`src/rtl/csle_pkg.sv`:
```
// Shared types and constants for the C string literal extractor.
`timescale 1ns / 1ps
package csle_pkg;

  localparam int unsigned CountBitsDef = 16;
  localparam int unsigned MaxBits      = 16;
  localparam int unsigned ResDepth     = 3;

  typedef enum logic [2:0] {
    KIND_BYTE     = 3'd0,
    KIND_END      = 3'd1,
    KIND_OK       = 3'd2,
    KIND_UNCLOSED = 3'd3,
    KIND_NONE     = 3'd4
  } kind_e;

  typedef struct packed {
    logic [7:0] data;
    kind_e      kind;
    logic       last;
  } res_t;

  // results caused by one request, entry 0 goes out first
  typedef struct packed {
    res_t [ResDepth-1:0] res;
    logic [1:0]          cnt;
  } scan_out_t;

endpackage

```
`src/rtl/csle_scan.sv`:
```
// Scanner state and per-byte decode of literals and escapes.
`timescale 1ns / 1ps
module csle_scan #(
  parameter int unsigned COUNT_BITS = csle_pkg::CountBitsDef
) (
  input  logic                           clk_i,
  input  logic                           rst_ni,
  input  logic                           step_i,
  input  logic [7:0]                     byte_i,
  input  logic                           eod_i,
  input  logic [csle_pkg::MaxBits-1:0]   max_strings_i,
  output csle_pkg::scan_out_t            scan_o
);
  import csle_pkg::*;

  localparam int unsigned CmpW = (COUNT_BITS > MaxBits) ? COUNT_BITS : MaxBits;

  localparam logic [7:0] ChQuote = 8'h22;
  localparam logic [7:0] ChBslash = 8'h5c;
  localparam logic [7:0] ChN = 8'h6e;
  localparam logic [7:0] ChR = 8'h72;
  localparam logic [7:0] ChT = 8'h74;
  localparam logic [7:0] ChV = 8'h76;
  localparam logic [7:0] ChB = 8'h62;
  localparam logic [7:0] ChF = 8'h66;
  localparam logic [7:0] ChX = 8'h78;
  localparam logic [7:0] Ch0 = 8'h30;
  localparam logic [7:0] Ch7 = 8'h37;

  typedef enum logic [2:0] {
    MODE_OUTSIDE,
    MODE_STRING,
    MODE_ESCAPE,
    MODE_HEX,
    MODE_OCTAL,
    MODE_DONE
  } mode_e;

  mode_e                 mode_q, mode_d;
  logic [5:0]            pend_q, pend_d;
  logic [1:0]            dc_q, dc_d;
  logic [COUNT_BITS-1:0] seen_q, seen_d;

  res_t [ResDepth-1:0]   res;
  logic [1:0]            n;
  logic                  verdict;
  logic                  str_byte;
  logic [4:0]            hex;
  logic                  is_oct;

  function automatic res_t mk(input kind_e k, input logic [7:0] d);
    res_t r;
    r.data = d;
    r.kind = k;
    r.last = 1'b0;
    return r;
  endfunction

  // {valid, value}
  function automatic logic [4:0] hex_val(input logic [7:0] c);
    logic [4:0] v;
    v = 5'd0;
    if (c >= 8'h30 && c <= 8'h39) begin
      v = {1'b1, c[3:0]};
    end else if ((c >= 8'h61 && c <= 8'h66) || (c >= 8'h41 && c <= 8'h46)) begin
      v = {1'b1, c[3:0] + 4'd9};
    end
    return v;
  endfunction

  always_comb begin
    mode_d   = mode_q;
    pend_d   = pend_q;
    dc_d     = dc_q;
    seen_d   = seen_q;
    res      = '0;
    n        = 2'd0;
    verdict  = 1'b0;
    str_byte = 1'b0;
    hex      = hex_val(byte_i);
    is_oct   = (byte_i >= Ch0) && (byte_i <= Ch7);

    unique case (mode_q)
      MODE_OUTSIDE: begin
        if (byte_i == ChQuote) mode_d = MODE_STRING;
      end
      MODE_STRING: begin
        str_byte = 1'b1;
      end
      MODE_ESCAPE: begin
        mode_d = MODE_STRING;
        unique case (byte_i)
          ChN: begin res[n] = mk(KIND_BYTE, 8'd10); n = n + 2'd1; end
          ChR: begin res[n] = mk(KIND_BYTE, 8'd13); n = n + 2'd1; end
          ChT: begin res[n] = mk(KIND_BYTE, 8'd9);  n = n + 2'd1; end
          ChV: begin res[n] = mk(KIND_BYTE, 8'd11); n = n + 2'd1; end
          ChB: begin res[n] = mk(KIND_BYTE, 8'd8);  n = n + 2'd1; end
          ChF: begin res[n] = mk(KIND_BYTE, 8'd12); n = n + 2'd1; end
          ChX: begin
            mode_d = MODE_HEX;
            pend_d = 6'd0;
            dc_d   = 2'd0;
          end
          default: begin
            if (is_oct) begin
              mode_d = MODE_OCTAL;
              pend_d = {3'd0, byte_i[2:0]};
              dc_d   = 2'd1;
            end else begin
              res[n] = mk(KIND_BYTE, byte_i);
              n = n + 2'd1;
            end
          end
        endcase
      end
      MODE_HEX: begin
        if (hex[4]) begin
          if (dc_q == 2'd1) begin
            res[n] = mk(KIND_BYTE, {pend_q[3:0], hex[3:0]});
            n = n + 2'd1;
            pend_d = 6'd0;
            dc_d   = 2'd0;
            mode_d = MODE_STRING;
          end else begin
            pend_d = {2'd0, hex[3:0]};
            dc_d   = 2'd1;
          end
        end else begin
          res[n] = mk(KIND_BYTE, (dc_q == 2'd0) ? ChX : {2'd0, pend_q});
          n = n + 2'd1;
          pend_d   = 6'd0;
          dc_d     = 2'd0;
          mode_d   = MODE_STRING;
          str_byte = 1'b1;
        end
      end
      MODE_OCTAL: begin
        if (is_oct) begin
          if (dc_q == 2'd2) begin
            res[n] = mk(KIND_BYTE, {pend_q[4:0], byte_i[2:0]});
            n = n + 2'd1;
            pend_d = 6'd0;
            dc_d   = 2'd0;
            mode_d = MODE_STRING;
          end else begin
            pend_d = {pend_q[2:0], byte_i[2:0]};
            dc_d   = dc_q + 2'd1;
          end
        end else begin
          res[n] = mk(KIND_BYTE, {2'd0, pend_q});
          n = n + 2'd1;
          pend_d   = 6'd0;
          dc_d     = 2'd0;
          mode_d   = MODE_STRING;
          str_byte = 1'b1;
        end
      end
      MODE_DONE: begin
        verdict = 1'b1;
      end
      default: begin
        verdict = 1'b1;
      end
    endcase

    if (str_byte) begin
      if (byte_i == ChQuote) begin
        res[n] = mk(KIND_END, 8'd0);
        n = n + 2'd1;
        if (seen_q != '1) seen_d = seen_q + COUNT_BITS'(1);
        if (max_strings_i != '0 && CmpW'(seen_d) >= CmpW'(max_strings_i)) begin
          res[n] = mk(KIND_OK, 8'd0);
          n = n + 2'd1;
          mode_d = MODE_DONE;
        end else begin
          mode_d = MODE_OUTSIDE;
        end
      end else if (byte_i == ChBslash) begin
        mode_d = MODE_ESCAPE;
      end else begin
        res[n] = mk(KIND_BYTE, byte_i);
        n = n + 2'd1;
      end
    end

    if (mode_d == MODE_DONE) verdict = 1'b1;

    if (eod_i) begin
      if (!verdict) begin
        if (mode_d != MODE_OUTSIDE) begin
          res[n] = mk(KIND_UNCLOSED, 8'd0);
        end else if (seen_d == '0) begin
          res[n] = mk(KIND_NONE, 8'd0);
        end else begin
          res[n] = mk(KIND_OK, 8'd0);
        end
        n = n + 2'd1;
      end
      mode_d = MODE_OUTSIDE;
      pend_d = 6'd0;
      dc_d   = 2'd0;
      seen_d = '0;
    end

    if (n != 2'd0) res[n - 2'd1].last = 1'b1;
  end

  assign scan_o.res = res;
  assign scan_o.cnt = n;

  always_ff @(posedge clk_i or negedge rst_ni) begin
    if (!rst_ni) begin
      mode_q <= MODE_OUTSIDE;
      pend_q <= 6'd0;
      dc_q   <= 2'd0;
      seen_q <= '0;
    end else if (step_i) begin
      mode_q <= mode_d;
      pend_q <= pend_d;
      dc_q   <= dc_d;
      seen_q <= seen_d;
    end
  end

endmodule

```
`src/rtl/c_string_literal_extractor.sv`:
```
// Top level: byte stream in, decoded C string literal bytes and verdicts out.
`timescale 1ns / 1ps
// Takes one text byte per request on the s_axis side (tlast marks the last byte of the data)
// and emits the decoded bytes of every double-quoted literal, a string-end marker after each,
// and one verdict per data run on the m_axis side (tuser is the kind, tlast marks the last
// result of an input byte). A byte is accepted every cycle while each byte yields at most one
// result and m_axis_tready is high; a byte that yields more (up to 3) holds the single output
// port until all are taken. The input request passes the input register, then the result
// register. cfg_wdata_i sets the string limit (0 = no limit), past which no literal is emitted;
// the user must write it only while idle; the block itself does not enforce this.
module c_string_literal_extractor #(
  parameter int unsigned COUNT_BITS = csle_pkg::CountBitsDef
) (
  input  logic                          clk_i,
  input  logic                          rst_ni,
  input  logic                          cfg_we_i,
  input  logic [csle_pkg::MaxBits-1:0]  cfg_wdata_i,    // max_strings
  input  logic                          s_axis_tvalid,
  output logic                          s_axis_tready,
  input  logic [7:0]                    s_axis_tdata,   // in_byte
  input  logic                          s_axis_tlast,   // end_of_data
  output logic                          m_axis_tvalid,
  input  logic                          m_axis_tready,
  output logic [7:0]                    m_axis_tdata,   // out_byte
  output logic [2:0]                    m_axis_tuser,   // out_kind
  output logic                          m_axis_tlast    // last_of_run
);
  import csle_pkg::*;

  logic [MaxBits-1:0]   max_q;
  logic                 in_vld_q;
  logic [7:0]           in_byte_q;
  logic                 in_eod_q;
  res_t [ResDepth-1:0]  res_q;
  logic [1:0]           cnt_q;
  scan_out_t            scan;
  logic                 pop;
  logic                 step;

  assign pop  = m_axis_tvalid && m_axis_tready;
  assign step = in_vld_q && ((cnt_q == 2'd0) || (cnt_q == 2'd1 && pop));
  assign s_axis_tready = !in_vld_q || step;

  csle_scan #(
    .COUNT_BITS (COUNT_BITS)
  ) u_scan (
    .clk_i         (clk_i),
    .rst_ni        (rst_ni),
    .step_i        (step),
    .byte_i        (in_byte_q),
    .eod_i         (in_eod_q),
    .max_strings_i (max_q),
    .scan_o        (scan)
  );

  always_ff @(posedge clk_i or negedge rst_ni) begin
    if (!rst_ni) begin
      max_q <= '0;
    end else if (cfg_we_i) begin
      max_q <= cfg_wdata_i;
    end
  end

  always_ff @(posedge clk_i or negedge rst_ni) begin
    if (!rst_ni) begin
      in_vld_q <= 1'b0;
    end else if (s_axis_tvalid && s_axis_tready) begin
      in_vld_q <= 1'b1;
    end else if (step) begin
      in_vld_q <= 1'b0;
    end
  end

  always_ff @(posedge clk_i) begin
    if (s_axis_tvalid && s_axis_tready) begin
      in_byte_q <= s_axis_tdata;
      in_eod_q  <= s_axis_tlast;
    end
  end

  always_ff @(posedge clk_i or negedge rst_ni) begin
    if (!rst_ni) begin
      cnt_q <= 2'd0;
    end else if (step) begin
      cnt_q <= scan.cnt;
    end else if (pop) begin
      cnt_q <= cnt_q - 2'd1;
    end
  end

  // result buffer shifts toward entry 0
  always_ff @(posedge clk_i) begin
    if (step) begin
      res_q <= scan.res;
    end else if (pop) begin
      res_q[0] <= res_q[1];
      res_q[1] <= res_q[2];
    end
  end

  assign m_axis_tvalid = (cnt_q != 2'd0);
  assign m_axis_tdata  = res_q[0].data;
  assign m_axis_tuser  = res_q[0].kind;
  assign m_axis_tlast  = res_q[0].last;

`ifndef SYNTHESIS
  a_more_pending: assert property (@(posedge clk_i) disable iff (!rst_ni)
    (m_axis_tvalid && !m_axis_tlast) |-> (cnt_q == 2'd2 || cnt_q == 2'd3))
    else $error("non-final result without a following entry");

  a_final_last: assert property (@(posedge clk_i) disable iff (!rst_ni)
    (cnt_q == 2'd1) |-> m_axis_tlast)
    else $error("final buffered result lacks tlast");

  a_marker_zero: assert property (@(posedge clk_i) disable iff (!rst_ni)
    (m_axis_tvalid && m_axis_tuser != KIND_BYTE) |-> (m_axis_tdata == 8'd0))
    else $error("marker result carries nonzero data");

  a_step_room: assert property (@(posedge clk_i) disable iff (!rst_ni)
    (step && scan.cnt != 2'd0) |=> (cnt_q == $past(scan.cnt)))
    else $error("result buffer load lost entries");
`endif

endmodule
```
`config.mk`:
```
export PLATFORM = sky130hd
export DESIGN_NAME = c_string_literal_extractor
export DESIGN_NICKNAME = d
export VERILOG_FILES = /design/src/rtl/csle_pkg.sv /design/src/rtl/csle_scan.sv /design/src/rtl/c_string_literal_extractor.sv
export SDC_FILE = /design/constraint.sdc
export NUM_CORES = 1
export LEC_CHECK = 0
export BUFFER_PORTS_ARGS = -buffer_cell sky130_fd_sc_hd__buf_2
export CORE_ASPECT_RATIO = 0.8
export CORE_MARGIN = 3
export CORE_UTILIZATION = 60
export CTS_BUF_LIST = sky130_fd_sc_hd__clkbuf_8
export DETAILED_ROUTE_END_ITERATION = 10
export GPL_ROUTABILITY_DRIVEN = 0
export PLACE_DENSITY = 0.9
export SYNTH_ARGS = -nofsm -noshare
export SYNTH_HDL_FRONTEND = slang
export SYNTH_SLANG_ARGS = --single-unit
```
`constraint.sdc`:
```
create_clock -name clk_i -period 10.8 [get_ports clk_i]
set_input_delay 2.7 -clock clk_i [delete_from_list [all_inputs] [get_ports clk_i]]
set_output_delay 2.7 -clock clk_i [all_outputs]
set_load 0.005 [all_outputs]
```
==> results.md <==
- Outcome: finished clean
- First-pass GRT wire length: around 22000 um
- Hold Slack: 0.5349 ns
- CTS tree: built
- R2R setup slack: 5.62 ns
- Detailed-route via count: roughly 5100
- Synth top area share: slightly above 20%
- PnR worst setup slack: 4.878 ns
- CTS Hold Bufs: 0
- Max Fclk: between 150 and 200 MHz
- CTS Buf Count: 9
- GRT Residual Overflow: 0
- Most common cell in the netlist: nand2_1
- Boundary pin count: 44
- Critical path class: in2out
- Dominant cells by area after synthesis: dfrtp_1 (20%), edfxtp_1 (19%), ha_1 (6.6%)
- Leakage: 2.659 nW
- Worst setup SP type: input pin
- Largest family of logic cells by synthesized area: compound AO/OA/AOI/OAI gates
- Net Count, Synth: 702
- Cell row count: 31
- Worst Hold End: m_axis_tdata[5]
- RSZ-0062 raised after global routing: no
- Vias in the first global route: 4584
- CP Max Fanout: 3
- Worst slew pin tran: 1.047 ns
- Synth top cells by count: nand2_1 (89), o21ai_0 (57), dfrtp_1 (46)
- Netlist cell types: 76
- Worst-path clk slew: 0.08 ns
- Synth area leader: dfrtp_1
- Synth warn: 0
- Initial antenna violation count: 0
- Post-CTS sizing: 0
- Setup TNS: 0 ns
- Dpl ws: around 4.9 ns
- Required @ worst endpoint: 8.10 ns
- Die height: 93.19 um
- Fillers: 717
- Fin. max-slew vios: 0
- Number of remaining DRC errors: 0
- PwrDens: 159.0 nW/um2
- Register area: 2262 um2
- First-pass iteration count of the detailed router: 6
- Async S/R FF share, synth: around 55%
- Clock Path Buffers: 2
- VDD IR max: 0.06876 mV
- Initial Util: between 60% and 70%
- Finished Core Util: 66.10%
- Simple-gate share of the synthesized area: between 20% and 30%
- Final #Nets: 716
- Post-synthesis xor/xnor area fraction: 2.151%
- Syn_area_per_cell: approximately 9 um2
- Hold path start: res_q[21]
- FF-to-FF End: res_q[18]
- Share of layout cells above drive strength 1: 12.25%
- N_diodes: 0
- Synth Area in Compound Gates: 22.34%
- Largest net degree at the start of global routing: 47
- Synth Area in Adders: 6.583%
- Die ar.: 10720 um2
- Clock skew: 0.01159 ns
- Area growth from synthesis to layout: 6.122%
- Worst flop-to-flop path startpoint: u_scan.seen_q[0]
- I/O Buffers: 43
- Register area share after synthesis: between 30 and 40%
- H-tree depth: 3
- Routed Antenna Nets: 0
- Vias/cell: 6.590
- Final setup viols: 0
- Design area: 6051 um2
- Multi-input logic area: 3065 um2
- R2r worst-path depth: 17
- Min Tclk post-route: between 5 and 6 ns
- Clk sink count: 83
- Slew Limit Headroom: 30.18%
- Number of synthesized flops with an enable pin: 37
- Most used DFF post-synth: dfrtp_1
- Placed cell areas: about 5900 um2
- Core region area: about 9000 um2
- Critical path capture point type: primary output
- HP Class: reg2reg
- Hold Path Cell Cnt: 2
- Setup Buffers After CTS: 0
- Arrival time at the worst endpoint: 3.22 ns
- Mapped Cells: 642
- Clk Latency, worst-skew pair: about 0.38 ns
- Iteration-0 DRC Markers: 648
- Root Buffer: clkbuf_8
- Tcrit/Tclk final: 54.84%
- Post-Syn Area: between 5000 and 6000 um2
- Post-Route WL: around 14000 um
- GRT Util Overall: 26.15%
- Max Cap Violations: 0
- DP HPWL: approximately 9800 um
- WL per Instance: roughly 18 um
- Mux cell area share after synthesis: 1.558%
- Final hold viol count: 0
- Flops & latches, synth: just over 80
- DIE WIDTH: roughly 110 um
## how the worst max path moves through the flow
stage                        from       endpoint  slack [ns]  cells after the start
finish              m_axis_tready  s_axis_tready        4.88                      4
CTS                 m_axis_tready  s_axis_tready        4.89                      4
detailed placement  m_axis_tready  s_axis_tready        4.89                      4
global route        m_axis_tready  s_axis_tready        4.83                      4
floorplan           m_axis_tready  s_axis_tready        5.16                      2
global placement    m_axis_tready  s_axis_tready        4.93                      4
## worst max-delay path, stage by stage
cell	delay, ns
buf_2	0.10
a21oi_1	0.18
nand2_1	0.11
buf_2	0.14
## kinds of logic after synthesis
group / after synthesis
DFF: 83
xor gates and xnor gates: 14
and+or+nand+nor: 234
buffers and inverters: 83
AOI/OAI and AO/OA: 190
muxes: 8
adders and majority gates: 30
## placed cells by master, fill, tap and decap left out, types with 3 or more instances in the layout
master    count
a221oi_1      3
o21ai_1       5
nor2b_1       9
nor4_1        8
a31oi_1       6
edfxtp_1     37
nand3_1      19
nor3b_1       3
a21oi_1      36
o21a_1        3
xnor2_1      10
o22ai_1       3
nand2_1      89
nor3_1       10
buf_2        43
inv_1        43
nor2_1       35
nand2b_1      9
o211ai_1      6
ha_1         30
nand4_1      11
clkbuf_8     10
a211o_1       3
mux2i_1       4
a32o_1        6
mux2_2        3
a21oi_2       3
and4_1        3
a211oi_1      8
a21o_1        3
o31ai_1       9
xor2_1        4
and3_1        6
a22o_1       10
and2_1       15
dfrtp_1      46
o21bai_1      4
o21ai_0      57
## final cells by class
| type | count | share of cell area [%] |
|---|---|---|
| multi-input cells | 476 | 50.66 |
| flip-flops and latches | 83 | 37.39 |
| repair buffers | 45 | 3.805 |
| inverters | 41 | 2.543 |
| well taps | 115 | 2.378 |
| clock buffers | 10 | 2.275 |
| clock inverters | 6 | 0.9512 |
## metrics by stage
stage          power [mW]  instances
5_1_grt             1.017        776
3_5_place_dp       0.7323        760
2_1_floorplan      0.6674        642
4_1_cts            0.9593        776
6_report           0.9622        776
3_3_place_gp       0.7148        760
## registers in the layout (all words and copies together), names as in the netlist
signal,count
u_scan.pend_q,6
cnt_q,2
m_axis_tuser,3
in_vld_q,1
u_scan.mode_q,3
in_byte_q,8
m_axis_tdata,8
u_scan.seen_q,16
u_scan.dc_q,2
m_axis_tlast,1
res_q,16
in_eod_q,1
max_q,16
## report_power, final
group / switching [mW] / internal, mW
clock network: 0.120 / 0.112
registers: 0.0420 / 0.428
logic: 0.174 / 0.0854
## per-layer routing
metal / global-route usage [%] / wire length [um] / part of all wire (%)
met1: 37.68 / 5893 / 43
met2: 38.68 / 5945 / 44
met3: 7.050 / 1474 / 11
met4: 7.722 / 312 / 2.3
met5: 0 / 0 / 0
Note: power is estimated with default switching activity, not from simulation.
